$ cat config.mk
export PLATFORM = sky130hd
export DESIGN_NAME = bmp_stream_to_rgb565_top
export DESIGN_NICKNAME = d
export VERILOG_FILES = /design/src/rtl/core/bsr_pkg.sv /design/src/rtl/core/bmp_stream_to_rgb565_top.sv /design/src/rtl/core/bsr_pixel_pack.sv
export SDC_FILE = /design/constraint.sdc
export NUM_CORES = 1
export LEC_CHECK = 0
export BUFFER_PORTS_ARGS = -buffer_cell sky130_fd_sc_hd__buf_2
export CORE_ASPECT_RATIO = 0.6
export CORE_MARGIN = 3
export CORE_UTILIZATION = 55
export CTS_CLUSTER_DIAMETER = 80
export DETAILED_ROUTE_END_ITERATION = 6
export PLACE_DENSITY_LB_ADDON = 0.1
export SLEW_MARGIN = 30
export SYNTH_ARGS = -nofsm -noshare
export SYNTH_HDL_FRONTEND = slang
export SYNTH_SLANG_ARGS = --single-unit
$ cat constraint.sdc
create_clock -name clock -period 8 [get_ports clock]
set_input_delay 0.8 -clock clock [delete_from_list [all_inputs] [get_ports clock]]
set_output_delay 0.8 -clock clock [all_outputs]
set_load 0.03 [all_outputs]
$ cat src/rtl/core/bsr_pkg.sv
// Package for the BMP byte stream to RGB565 converter.
// Holds header offsets, screen constants and pixel depth codes.
// No dependencies.
package bsr_pkg;

   // Header layout
   localparam logic [5:0] HEADER_BYTES  = 6'd54;
   localparam logic [5:0] HEADER_LAST   = 6'd53;
   localparam logic [5:0] OFS_WIDTH     = 6'd18;
   localparam logic [5:0] OFS_HEIGHT_LO = 6'd22;
   localparam logic [5:0] OFS_HEIGHT_HI = 6'd23;
   localparam logic [5:0] OFS_DEPTH     = 6'd28;

   // Target screen: centering applies below SCREEN_LIMIT columns
   localparam logic [7:0] SCREEN_WIDTH  = 8'd240;
   localparam logic [7:0] SCREEN_LIMIT  = SCREEN_WIDTH - 8'd1;

   // Bytes per pixel codes
   localparam logic [1:0] BPP_NONE = 2'd0;
   localparam logic [1:0] BPP_16   = 2'd2;
   localparam logic [1:0] BPP_24   = 2'd3;

   // Color field masks
   localparam logic [15:0] MASK_GREEN = 16'h07e0;
   localparam logic [15:0] MASK_RED   = 16'hf800;

   // Map a depth header byte (bits per pixel) to a bytes per pixel code
   function automatic logic [1:0] depth_code(input logic [7:0] depth_byte);
      logic [4:0] bytes;
      bytes = depth_byte[7:3];
      if (bytes == 5'd2) begin
         depth_code = BPP_16;
      end else if (bytes == 5'd3) begin
         depth_code = BPP_24;
      end else begin
         depth_code = BPP_NONE;
      end
   endfunction

endpackage

$ cat src/rtl/core/bmp_stream_to_rgb565_top.sv
// Top level of the BMP byte stream to RGB565 converter.
// Parses the 54-byte header, then packs pixels and counts columns and rows.
// Depends on bsr_pkg and bsr_pixel_pack.
// Path: an accepted byte goes through the input register, then the output register,
// where its result, if any, is held until rsp_tready takes it.
// Throughput: one byte per cycle while no result waits on rsp_tready; a waiting result
// stalls the input register, and the next byte is still taken once that result moves.
// Reset: synchronous; resets all control state, the block stays idle until a
// byte arrives with the start-of-file flag.
module bmp_stream_to_rgb565_top
   import bsr_pkg::*;
(
   input  logic        clock,
   input  logic        reset,
   // request channel
   input  logic        req_tvalid,
   output logic        req_tready,
   input  logic [7:0]  req_tdata,   // [7:0] file_byte
   input  logic        req_tuser,   // [0] start_of_file
   // result channel
   output logic        rsp_tvalid,
   input  logic        rsp_tready,
   output logic [47:0] rsp_tdata,   // [15:0] pixel_rgb565, [23:16] column,
                                    // [31:24] screen_column, [47:32] row
   output logic        rsp_tlast,   // last_pixel
   output logic        rsp_tuser    // [0] header_error
);

   // input register
   logic        in_vld_ff, in_vld_in;
   logic [7:0]  in_byte_ff;
   logic        in_start_ff;

   // parser state
   logic [5:0]  offset_ff, offset_in;
   logic [7:0]  width_ff, width_in;
   logic [15:0] height_ff, height_in;
   logic [1:0]  bpp_ff, bpp_in;
   logic [1:0]  phase_ff, phase_in;
   logic [15:0] acc_ff, acc_in;
   logic [7:0]  col_ff, col_in;
   logic [15:0] row_ff, row_in;
   logic        done_ff, done_in;

   // output register
   logic        out_vld_ff, out_vld_in;
   logic [47:0] out_data_ff;
   logic        out_last_ff;
   logic        out_err_ff;

   // state as seen by the current item (restart zeroes it)
   logic [5:0]  eff_offset;
   logic [7:0]  eff_width;
   logic [15:0] eff_height;
   logic [1:0]  eff_bpp;
   logic [1:0]  eff_phase;
   logic [15:0] eff_acc;
   logic [7:0]  eff_col;
   logic [15:0] eff_row;
   logic        eff_done;

   logic        req_fire;
   logic        proc_fire;
   logic [15:0] acc_packed;
   logic [1:0]  phase_inc;
   logic [7:0]  col_inc;
   logic [15:0] row_inc;
   logic [8:0]  center_diff;
   logic [7:0]  center_ofs;

   logic        res_vld;
   logic [47:0] res_data;
   logic        res_last;
   logic        res_err;

   // handshakes
   assign proc_fire  = in_vld_ff && (!out_vld_ff || rsp_tready);
   assign req_tready = !in_vld_ff || proc_fire;
   assign req_fire   = req_tvalid && req_tready;

   // apply restart to the state before use
   assign eff_offset = in_start_ff ? 6'd0  : offset_ff;
   assign eff_width  = in_start_ff ? 8'd0  : width_ff;
   assign eff_height = in_start_ff ? 16'd0 : height_ff;
   assign eff_bpp    = in_start_ff ? BPP_NONE : bpp_ff;
   assign eff_phase  = in_start_ff ? 2'd0  : phase_ff;
   assign eff_acc    = in_start_ff ? 16'd0 : acc_ff;
   assign eff_col    = in_start_ff ? 8'd0  : col_ff;
   assign eff_row    = in_start_ff ? 16'd0 : row_ff;
   assign eff_done   = in_start_ff ? 1'b0  : done_ff;

   bsr_pixel_pack u_pack (
      .bytes_per_pixel (eff_bpp),
      .byte_phase      (eff_phase),
      .acc             (eff_acc),
      .file_byte       (in_byte_ff),
      .acc_next        (acc_packed)
   );

   assign phase_inc = eff_phase + 2'd1;
   assign col_inc   = eff_col + 8'd1;
   assign row_inc   = eff_row + 16'd1;

   // centering offset for narrow images
   assign center_diff = {1'b0, SCREEN_WIDTH} - {1'b0, eff_width};
   assign center_ofs  = (eff_width < SCREEN_LIMIT) ? center_diff[8:1] : 8'd0;

   // next state and result
   always_comb begin
      offset_in = offset_ff;
      width_in  = width_ff;
      height_in = height_ff;
      bpp_in    = bpp_ff;
      phase_in  = phase_ff;
      acc_in    = acc_ff;
      col_in    = col_ff;
      row_in    = row_ff;
      done_in   = done_ff;
      res_vld   = 1'b0;
      res_data  = 48'd0;
      res_last  = 1'b0;
      res_err   = 1'b0;

      if (proc_fire) begin
         offset_in = eff_offset;
         width_in  = eff_width;
         height_in = eff_height;
         bpp_in    = eff_bpp;
         phase_in  = eff_phase;
         acc_in    = eff_acc;
         col_in    = eff_col;
         row_in    = eff_row;
         done_in   = eff_done;

         if (!eff_done) begin
            if (eff_offset != HEADER_BYTES) begin
               // capture header fields
               if (eff_offset == OFS_WIDTH) begin
                  width_in = in_byte_ff;
               end else if (eff_offset == OFS_HEIGHT_LO) begin
                  height_in = {eff_height[15:8], in_byte_ff};
               end else if (eff_offset == OFS_HEIGHT_HI) begin
                  height_in = {in_byte_ff, eff_height[7:0]};
               end else if (eff_offset == OFS_DEPTH) begin
                  bpp_in = depth_code(in_byte_ff);
               end
               offset_in = eff_offset + 6'd1;
               // check the header on its final byte
               if (eff_offset == HEADER_LAST) begin
                  if (eff_bpp == BPP_NONE || eff_width == 8'd0 || eff_height == 16'd0) begin
                     done_in = 1'b1;
                     res_vld = 1'b1;
                     res_err = 1'b1;
                  end
               end
            end else begin
               // pixel data
               acc_in   = acc_packed;
               phase_in = phase_inc;
               if (phase_inc == eff_bpp) begin
                  res_vld  = 1'b1;
                  res_data = {eff_row, eff_col + center_ofs, eff_col, acc_packed};
                  phase_in = 2'd0;
                  acc_in   = 16'd0;
                  col_in   = col_inc;
                  if (col_inc == eff_width) begin
                     col_in = 8'd0;
                     row_in = row_inc;
                     if (row_inc == eff_height) begin
                        res_last = 1'b1;
                        done_in  = 1'b1;
                     end
                  end
               end
            end
         end
      end
   end

   // advance or drop the input register
   always_comb begin
      if (req_fire) begin
         in_vld_in = 1'b1;
      end else if (proc_fire) begin
         in_vld_in = 1'b0;
      end else begin
         in_vld_in = in_vld_ff;
      end
   end

   // hold a result until taken
   always_comb begin
      if (proc_fire && res_vld) begin
         out_vld_in = 1'b1;
      end else if (rsp_tready) begin
         out_vld_in = 1'b0;
      end else begin
         out_vld_in = out_vld_ff;
      end
   end

   // control registers
   always_ff @(posedge clock) begin
      if (reset) begin
         in_vld_ff  <= 1'b0;
         out_vld_ff <= 1'b0;
         offset_ff  <= 6'd0;
         width_ff   <= 8'd0;
         height_ff  <= 16'd0;
         bpp_ff     <= BPP_NONE;
         phase_ff   <= 2'd0;
         acc_ff     <= 16'd0;
         col_ff     <= 8'd0;
         row_ff     <= 16'd0;
         done_ff    <= 1'b1;
      end else begin
         in_vld_ff  <= in_vld_in;
         out_vld_ff <= out_vld_in;
         offset_ff  <= offset_in;
         width_ff   <= width_in;
         height_ff  <= height_in;
         bpp_ff     <= bpp_in;
         phase_ff   <= phase_in;
         acc_ff     <= acc_in;
         col_ff     <= col_in;
         row_ff     <= row_in;
         done_ff    <= done_in;
      end
   end

   // payload registers
   always_ff @(posedge clock) begin
      if (req_fire) begin
         in_byte_ff  <= req_tdata;
         in_start_ff <= req_tuser;
      end
      if (proc_fire && res_vld) begin
         out_data_ff <= res_data;
         out_last_ff <= res_last;
         out_err_ff  <= res_err;
      end
   end

   assign rsp_tvalid = out_vld_ff;
   assign rsp_tdata  = out_data_ff;
   assign rsp_tlast  = out_last_ff;
   assign rsp_tuser  = out_err_ff;

endmodule

$ cat src/rtl/core/bsr_pixel_pack.sv
// Pixel packer: folds one file byte into the partial RGB565 word.
// Handles 16-bit 1-5-5-5 and 24-bit BGR pixels. Uses bsr_pkg.
module bsr_pixel_pack
   import bsr_pkg::*;
(
   input  logic [1:0]  bytes_per_pixel,
   input  logic [1:0]  byte_phase,
   input  logic [15:0] acc,
   input  logic [7:0]  file_byte,
   output logic [15:0] acc_next
);

   logic [15:0] byte_wide;

   assign byte_wide = {8'd0, file_byte};

   // Merge the byte into the accumulator by depth and phase
   always_comb begin
      if (bytes_per_pixel == BPP_16) begin
         if (byte_phase == 2'd0) begin
            // low byte: blue stays, low green bits move up by one
            acc_next = {7'd0, file_byte[7:5], 1'b0, file_byte[4:0]};
         end else begin
            acc_next = acc + (byte_wide << 9);
         end
      end else begin
         case (byte_phase)
            2'd0:    acc_next = {11'd0, file_byte[7:3]};
            2'd1:    acc_next = acc + ((byte_wide << 3) & MASK_GREEN);
            default: acc_next = acc + ((byte_wide << 8) & MASK_RED);
         endcase
      end
   end

endmodule

# Word-level counts from Yosys, hierarchy flattened
# Index checks and enable logic that the tools add are counted.
# word_totals
latchBits	0
word_cells	120
memories	0
ff_bits	136
ram_bits	0
inputBits	13
out_inout_bits	52
rom_bits	0
# classes
n_div	0
shift	0
addsub	9
n_reduce_logical	18
magnitude_cmp	1
multipliers	0
mux	60
eq_ne	13
n_bitwise	3
# ops
operator	count
16-bit two-way mux	17
8-bit two-way mux	10
16-bit adder	2
16-bit case mux with 2 select lines	1
2-bit two-way mux	13
6-bit by 5-bit equality test with 1-bit output, second input constant	4
6-bit two-way mux	3
16-bit by 1-bit adder with 16-bit output, second input constant	1
16-bit by 11-bit adder with 16-bit output	1
16-bit equality test	1
16-bit zero test	1
1-bit two-way mux	16
5-bit by 2-bit equality test with 1-bit output, second input constant	2
8-bit by 8-bit subtractor with 9-bit output, first input constant	1
8-bit by 1-bit adder with 8-bit output, second input constant	1
8-bit adder	1
8-bit equality test	1
8-bit zero test	1
8-bit < comparator, second input constant	1
6-bit by 1-bit adder with 6-bit output, second input constant	1
6-bit equality test, second input constant	1
6-bit != test, second input constant	1
3-bit OR reduction	2
2-bit zero test	2
10 further kinds	19

# Logic depth before layout (Yosys ltp)
# Gate-level depths: netlist (run 1).
# logic_depth
depth_word	11
depth_mapped	20
depth_no_buf	17

# Modules after synthesis
# From an unflattened synthesis (run 1), not the netlist that was laid out.
# hier_totals
cells_unflattened	892
hier_area_um2	7995.2
# by_module_without_submodules
module	seq_area_each_um2	cells_per_inst	area_each_um2	n_inst
bmp_stream_to_rgb565_top	3313.2	745	6945.4	1
bsr_pixel_pack	0.0	147	1049.8	1

# Worst setup path before layout (run 1)
# No wires, ideal clock.
# synth_path
path_type	register to register
from	register in_start_ff
to	register out_data_ff[0], in the netlist rsp_tdata[0], enable pin
required_time_ns	7.596
stages_incl_launch_ff	13
setup_ns	0.404
n_path_buf	4
path_slack_ns	4.002
synth_period_minus_slack_ns	3.998
t_arrival_ns	3.594
cell_sequence	edfxtp_1 -> buf_6 -> inv_2 -> clkbuf_1 -> buf_1 -> nand2_1 -> ha_1 -> xor2_1 -> nor3_1 -> and3_1 -> clkbuf_1 -> nor2_1 -> inv_1
# synth_via
elab_chain_cells	10
elab_cells_between_ends	22
classes_between	add/sub (1); eq/ne (3); mux (12); reduce/logical (6)
# synth_lines
element	line_no	rtl
start: declaration	bmp_stream_to_rgb565_top.sv:32	logic in_start_ff;
start signal: assignment	bmp_stream_to_rgb565_top.sv:235	in_start_ff <= req_tuser;
8-bit two-way mux / 2-bit two-way mux (equally long branches)	bmp_stream_to_rgb565_top.sv:83, bmp_stream_to_rgb565_top.sv:85	
8-bit zero test / 2-bit zero test (equally long branches)	bmp_stream_to_rgb565_top.sv:150	if (eff_bpp == BPP_NONE || eff_width == 8'd0 || eff_height == 16'd0) begin
1-bit logical OR (2 in series)	bmp_stream_to_rgb565_top.sv:150	
1-bit two-way mux	bmp_stream_to_rgb565_top.sv:150	
1-bit two-way mux	bmp_stream_to_rgb565_top.sv:149	if (eff_offset == HEADER_LAST) begin
1-bit two-way mux	bmp_stream_to_rgb565_top.sv:136	if (eff_offset != HEADER_BYTES) begin
1-bit two-way mux *	bmp_stream_to_rgb565_top.sv:135	if (!eff_done) begin
1-bit two-way mux *	bmp_stream_to_rgb565_top.sv:124	if (proc_fire) begin
1-bit logical AND *	bmp_stream_to_rgb565_top.sv:237	if (proc_fire && res_vld) begin
end signal: assignment	bmp_stream_to_rgb565_top.sv:238	out_data_ff <= res_data;
end: declaration	bmp_stream_to_rgb565_top.sv:47	logic [47:0] out_data_ff;
# Every way passes the cells marked *; elsewhere a longest branch is shown, timed or not.
# A chain may end at the register's enable or synchronous reset.

# Worst setup path in the final report (run 1)
# layout_path
from	register in_start_ff
to	register row_ff[2]
# layout_via
elab_chain_cells	7
elab_cells_between_ends	17
classes_between	add/sub (3); eq/ne (3); mux (11)
# layout_lines
element	line_no	rtl
8-bit two-way mux	bmp_stream_to_rgb565_top.sv:88	assign eff_col = in_start_ff ? 8'd0 : col_ff;
8-bit by 1-bit adder with 8-bit output	bmp_stream_to_rgb565_top.sv:101	assign col_inc = eff_col + 8'd1;
8-bit equality test	bmp_stream_to_rgb565_top.sv:166	if (col_inc == eff_width) begin
16-bit two-way mux	bmp_stream_to_rgb565_top.sv:166	
16-bit two-way mux	bmp_stream_to_rgb565_top.sv:160	if (phase_inc == eff_bpp) begin
16-bit two-way mux	bmp_stream_to_rgb565_top.sv:136	
16-bit two-way mux *	bmp_stream_to_rgb565_top.sv:135	
end signal: assignment	bmp_stream_to_rgb565_top.sv:226	row_ff <= row_in;
end: declaration	bmp_stream_to_rgb565_top.sv:42	logic [15:0] row_ff, row_in;
# Marked as above.

==> results of run 1 <==
[metrics by stage]
stage	setup WS (ns)	utilization	hold slack, ns	area, um2	std cells
after floorplan	4.00	-	0.436	8100	900
after global placement	3.96	0.606	0.459	8500	1112
after detailed placement	3.84	0.606	0.465	8500	1112
after CTS	3.77	0.651	0.472	9140	1144
after global routing	3.38	0.652	0.511	9150	1144
final	3.70	0.652	0.472	9150	1144
[synthesized netlist by cell type, types with 6 or more instances]
cell type	number
nand4_1	14
xor2_1	25
inv_1	35
buf_1	6
o211ai_1	10
buf_2	9
and2_1	33
or3_1	9
or4_1	7
a22oi_1	38
nand3_1	28
nor3_1	15
edfxtp_1	59
a31oi_1	9
and3_1	13
nand2b_1	11
xnor2_1	30
o21ai_0	34
nand2_1	50
nor4_1	10
ha_1	31
nor2_1	97
a32oi_1	8
clkbuf_1	35
nor2b_1	25
a21o_1	8
dfxtp_1	77
a21oi_1	57
a211oi_1	11
[power groups by stage]
stage | registers [W] | logic, W | clock network [W]
2_1_floorplan | 0.000745 | 0.0000465 | 0
3_3_place_gp | 0.000755 | 0.0000594 | 0
3_5_place_dp | 0.000756 | 0.0000609 | 0
4_1_cts | 0.000740 | 0.0000616 | 0.000840
5_1_grt | 0.000742 | 0.0000698 | 0.000879
6_report | 0.000742 | 0.0000638 | 0.000836
[cell usage in the layout, fill, tap and decap left out, types with 31 or more instances in the layout]
| cell type | instances |
|---|---|
| and2_1 | 33 |
| nor2_1 | 97 |
| a21oi_1 | 57 |
| ha_1 | 31 |
| nand2_1 | 50 |
| o21ai_0 | 34 |
| dfxtp_1 | 77 |
| a22oi_1 | 38 |
| buf_2 | 64 |
| edfxtp_1 | 59 |
| inv_1 | 34 |
[how the worst max path moves through the flow]
stage / from / to / slack, ns
final: in_start_ff / row_ff[2] / 3.70
after global routing: in_start_ff / rsp_tdata[31] / 3.38
after CTS: in_start_ff / rsp_tdata[31] / 3.77
after detailed placement: in_start_ff / rsp_tdata[31] / 3.84
after global placement: in_start_ff / rsp_tdata[31] / 3.96
after floorplan: in_start_ff / rsp_tdata[0] / 4.00
[logic make-up after synthesis]
group / count (synthesis) / share of synthesized area
adders and majority gates: 37 / 0.0603
DFF: 136 / 0.409
buffers and inverters: 89 / 0.0437
AOI/OAI and AO/OA: 239 / 0.201
xor gates and xnor gates: 55 / 0.0595
muxes: 5 / 0.00680
and+or+nand+nor: 339 / 0.220
[routing by layer]
metal / vias up / global-route usage
li1: 3407 / -
met1: 3511 / 0.428
met2: 414 / 0.401
met3: 36 / 0.0911
met4: 0 / 0.0702
met5: - / 0
[sequential cells by signal, indices dropped and copies added (netlist names), 2 cells and up]
signal      flops
acc_ff         16
bpp_ff          2
col_ff          8
height_ff      16
in_byte_ff      8
offset_ff       6
phase_ff        2
row_ff         16
rsp_tdata      48
width_ff        8
[layout make-up]
class | count | area [um2] | area share
Clock buffer | 22 | 508 | 0.0555
Multi-Input combinational cell | 675 | 4440 | 0.485
Clock inverter | 10 | 128 | 0.0139
Tap cell | 192 | 240 | 0.0263
Timing Repair Buffer | 72 | 380 | 0.0416
Sequential cell | 136 | 3310 | 0.362
Inverter | 37 | 141 | 0.0155
[worst register-to-register path, cell delays in order, from the launching register on]
cell      delay [ns]
edfxtp_1        0.62
nor2b_1         0.45
inv_1           0.41
ha_1            0.43
xor2_1          0.16
nor3_1          0.49
nand2_1         0.31
nor2_1          0.35
nand4_1         0.50
o211ai_1        0.36
o41ai_1         0.11
==> reports/qor.yml, run 1 <==
outcome:
  status: "completed"
detailed_routing:
  drc_errors: 0
  wl_met1_mm: 10.8
  antenna_left: 0
  wl_met3_mm: 2.63
  drt_iter0_markers: 932
  routed_via_density: 6.44
  routed_wl_mm: 23.1
  wire_per_inst_um: 20.2
  num_vias: 7368
  dr.max_layer_used: "met4"
  dr.pass1.iters: 7
  wl_met2_mm: 9.39
worst_setup_path:
  crit_type: "register to register"
  end_kind: "register"
  cp_top_family: "simple AND/OR/NAND/NOR gates"
  reg2reg_from: "in_start_ff"
  rrSetupSlack_ns: 3.70
  critPathMaxStageDelay_ns: 0.62
  cp_num_buf_inv: 1
  worstSetupStartpointType: "register"
  cp_data_arrival_time_ns: 4.58
  path_cells: "nor2b_1 -> inv_1 -> ha_1 -> xor2_1 -> nor3_1 -> nand2_1 -> nor2_1 -> nand4_1 -> o211ai_1 -> o41ai_1"
  cp.required_ns: 8.27
  reg2reg_to: "row_ff[2]"
  reg2reg_depth: 10
  critPathSlowestCell: "edfxtp_1"
  crit_fanout: 16
  path_depth: 10
synthesis:
  synth_top_flop_cell: "dfxtp_1"
  synth.top_cell.area_share: 0.219
  ys_top_cells_by_area: "edfxtp_1 (22%), dfxtp_1 (19%), ha_1 (4.8%)"
  syn_nets: 948
  synth-seq-area-share: 0.409
  netlist_instances: 900
  synthArstFlopShare: 0
  syn-cell-area_um2: 8100
  yosysWarnings: 0
  ys_types: 80
  ys_ff_latch: 136
  syn_area_per_cell_um2: 8.99
  yosysTopAreaCell: "edfxtp_1"
  synth_edf_count: 59
clocking:
  cts_hold_buf: 0
  cts-htree-levels: 4
  clk_latency_ns: 0.41
  clock_path_buffers: 2
  clkSinkCount: 136
  cts_tree: "yes"
  root_buffer: "clkbuf_16"
  cts_resized: 0
  postCtsSetupRepairBufs: 0
  clkSlewWorstSetupHoldPaths_ns: 0.06
  cts_buffers: 17
global_routing:
  grt_usage: 0.286
  grt_max_degree: 71
  grt_pass1_vias: 6885
  antenna_found_initial: 0
  grt_pass1_wl_mm: 36.8
  grt_overflow: 0
pwr:
  power.internal_w: 0.00126
  vdd_drop_max_uv: 127
  seqPwrFrac: 0.452
  switching_power_w: 0.000378
  switching_share: 0.230
  combPwrFrac: 0.039
  p_total_w: 0.00164
  power.leakage_nw: 3.23
  power.density_nw_per_um2: 179
  clockPowerShare: 0.509
floorplan:
  core_area_um2: 14000
  dieArea_um2: 16300
  row_count: 33
  die_x_um: 163
  start_util: 0.577
  pin_count: 65
  fp.dieH_um: 100
timing:
  max_freq_mhz: 232
  drv_slew: 0
  finalHoldViolCount: 0
  rsz0062_at_grt: "no"
  fin_setup_tns_ns: 0
  clock_skew_ns: 0.0130
  period_minus_slack_ns: 4.30
  max-slew-margin-rel: 0.408
  tightest_slew_ns: 0.889
  fin_crit_sh: 0.538
  finalSetupViolCount: 0
final_layout:
  num_antenna_cells: 0
  drive_above_1_share: 0.132
  area_delta_synth_final_pct: 13.0
  nets: 987
  fillers: 1164
placed_design:
  hpwlAfterDp_mm: 15.9
  place.gp.congestion: 0.944
  port_buffers: 64
hold_path:
  hold_path_depth: 2
  min_from: "acc_ff[8]"
  hp-class: "register to register"
  min_to: "acc_ff[8]"
flow_run:
  cap_violations: 0
Power figures use the tool's default switching activity.
==> run 2: changes to the inputs <==
==> constraint.sdc (replaced) <==
create_clock -name clock -period 4.5 [get_ports clock]
set_input_delay 0.45 -clock clock [delete_from_list [all_inputs] [get_ports clock]]
set_output_delay 0.45 -clock clock [all_outputs]
set_load 0.03 [all_outputs]
==> reports/qor.yml, run 2 (synthesis gave the netlist of run 1 again) <==
placed_design:
  port_buffers: 64  # unchanged
  dpl_cell_area_um2: 8590  # was 8500 um2
  post-place-ws_ns: 1.05  # was 3.84 ns
  place.gp.congestion: 1.01  # was 0.944
  hpwlAfterDp_mm: 16.6  # was 15.9 mm
final_layout:
  num_antenna_cells: 0  # unchanged
  multi_input_area_um2: 4440  # unchanged
  nets: 997  # was 987
  seq_area_um2: 3310  # unchanged
  fillers: 1157  # was 1,164
  largest_reg_flops: 48  # unchanged
  final_common_cell: "nor2_1"  # unchanged
  drive_above_1_share: 0.141  # was 0.132
  design_area_um2: 9270  # was 9150 um2
  final_cell_mix: "nor2_1 (97), dfxtp_1 (77), buf_2 (64)"  # unchanged
  area_delta_synth_final_pct: 14.6  # was 13.0%
detailed_routing:
  wire_per_inst_um: 20.3  # was 20.2 um
  routed_wl_mm: 23.4  # was 23.1 mm
  dr.pass1.iters: 6  # was 7
  antenna_left: 0  # unchanged
  drt_iter0_markers: 1059  # was 932
  num_vias: 7422  # was 7,368
  routed_via_density: 6.43  # was 6.44
  drc_errors: 0  # unchanged
floorplan:
  start_util: 0.577  # unchanged
  pin_count: 65  # unchanged
  fp.dieH_um: 100  # unchanged
  dieArea_um2: 16300  # unchanged
  core_area_um2: 14000  # unchanged
  row_count: 33  # unchanged
  die_x_um: 163  # unchanged
global_routing:
  grt_pass1_wl_mm: 37.1  # was 36.8 mm
  antenna_found_initial: 0  # unchanged
  grt_max_degree: 50  # was 71
  grt_overflow: 0  # unchanged
  grt_usage: 0.290  # was 0.286
  grt_pass1_vias: 6935  # was 6,885
clocking:
  postCtsSetupRepairBufs: 0  # unchanged
  clkSlewWorstSetupHoldPaths_ns: 0.06  # about the same
  clkSinkCount: 136  # unchanged
  root_buffer: "clkbuf_16"  # unchanged
  cts_hold_buf: 0  # unchanged
  clock_path_buffers: 2  # unchanged
  cts-htree-levels: 4  # unchanged
  cts_buffers: 17  # unchanged
  cts_resized: 0  # unchanged
  cts_tree: "yes"  # unchanged
  clk_latency_ns: 0.42  # was 0.41 ns
pwr:
  power.internal_w: 0.00237  # was 0.00126 W
  clockPowerShare: 0.528  # was 0.509
  vdd_drop_max_uv: 211  # was 127 uV
  seqPwrFrac: 0.433  # was 0.452
  switching_power_w: 0.000670  # was 0.000378 W
  p_total_w: 0.00304  # was 0.00164 W
  switching_share: 0.220  # was 0.230
  power.density_nw_per_um2: 328  # was 179 nW/um2
  combPwrFrac: 0.039  # about the same
  power.leakage_nw: 3.31  # was 3.23 nW
worst_setup_path:
  rrSetupSlack_ns: 0.94  # was 3.70 ns
  cp_data_arrival_time_ns: 3.90  # was 4.58 ns
  reg2reg_from: "in_start_ff"  # unchanged
  crit_fanout: 31  # was 16
  crit_type: "register to register"  # unchanged
  worstSetupStartpointType: "register"  # unchanged
  reg2reg_depth: 10  # unchanged
  cp.required_ns: 4.84  # was 8.27 ns
  reg2reg_to: "col_ff[7]"  # was row_ff[2]
  end_kind: "register"  # unchanged
hold_path:
  min_to: "in_byte_ff[5]"  # was acc_ff[8]
  min_from: "req_tdata[5]"  # was acc_ff[8]
  hp-class: "input port to register"  # was register to register
  hold_path_depth: 1  # was 2
timing:
  setup_slack_ns: 0.940  # was 3.70 ns
  max-slew-margin-rel: 0.403  # was 0.408
  fin_crit_sh: 0.791  # was 0.538
  fin_setup_tns_ns: 0  # unchanged
  tightest_slew_ns: 0.896  # was 0.889 ns
  finalHoldViolCount: 0  # unchanged
  drv_slew: 0  # unchanged
  rsz0062_at_grt: "no"  # unchanged
  finalSetupViolCount: 0  # unchanged
  max_freq_mhz: 281  # was 232 MHz
  period_minus_slack_ns: 3.56  # was 4.30 ns
  clock_skew_ns: 0.0114  # was 0.0130 ns
flow_run:
  cap_violations: 0  # unchanged
outcome:
  status: "completed"  # unchanged
## run 2: power by group through the flow
stage	sequential (W)	clock (W)	combinational (W)
after floorplan	0.00132	0	0.0000826
after global placement	0.00134	0	0.000112
after detailed placement	0.00134	0	0.000116
after CTS	0.00131	0.00162	0.000117
after global routing	0.00132	0.00168	0.000131
final	0.00132	0.00161	0.000120
## run 2: worst max-delay path by stage
stage	startpoint	to	slack, ns	cells after the start
global route	in_start_ff	rsp_tdata[31]	0.72	17
global placement	in_start_ff	rsp_tdata[31]	1.23	17
finish	in_start_ff	col_ff[7]	0.94	10
detailed placement	in_start_ff	rsp_tdata[31]	1.05	17
CTS	in_start_ff	rsp_tdata[31]	1.01	17
floorplan	in_start_ff	rsp_tdata[0]	0.50	12
## run 2: cell type report
class                      instances  area share
multi-input combinational        675       0.479
sequential                       136       0.357
timing repair buffer              82      0.0505
clock buffer                      18      0.0463
clock inverter                    14      0.0264
tap                              192      0.0259
inverter                          37      0.0150
## run 2: layer usage
metal  part of all wire  vias up  track usage  wire length, um
met5                  0        -            0                0
met4             0.0083        0       0.0767              194
met3               0.12       20       0.0920             2840
met2               0.42      433        0.411             9720
met1               0.45     3551        0.429            10600
li1                   -     3418            -                -
## run 2: per-stage QoR
| step | hold WS [ns] | utilization | cells |
|---|---|---|---|
| after CTS | 0.193 | 0.660 | 1154 |
| after global placement | 0.452 | 0.612 | 1122 |
| final | 0.205 | 0.661 | 1154 |
| after global routing | 0.192 | 0.661 | 1154 |
| after detailed placement | 0.461 | 0.612 | 1122 |
| after floorplan | 0.436 | - | 900 |
## run 2: critical path, stage by stage (launching register included)
cell      delay, ns
edfxtp_1       0.44
buf_4          0.27
nor2b_1        0.31
ha_1           0.32
nand3_1        0.28
o31a_1         0.33
a211oi_1       0.35
a211oi_2       0.12
and3_1         0.37
or4_1          0.52
a21oi_1        0.15
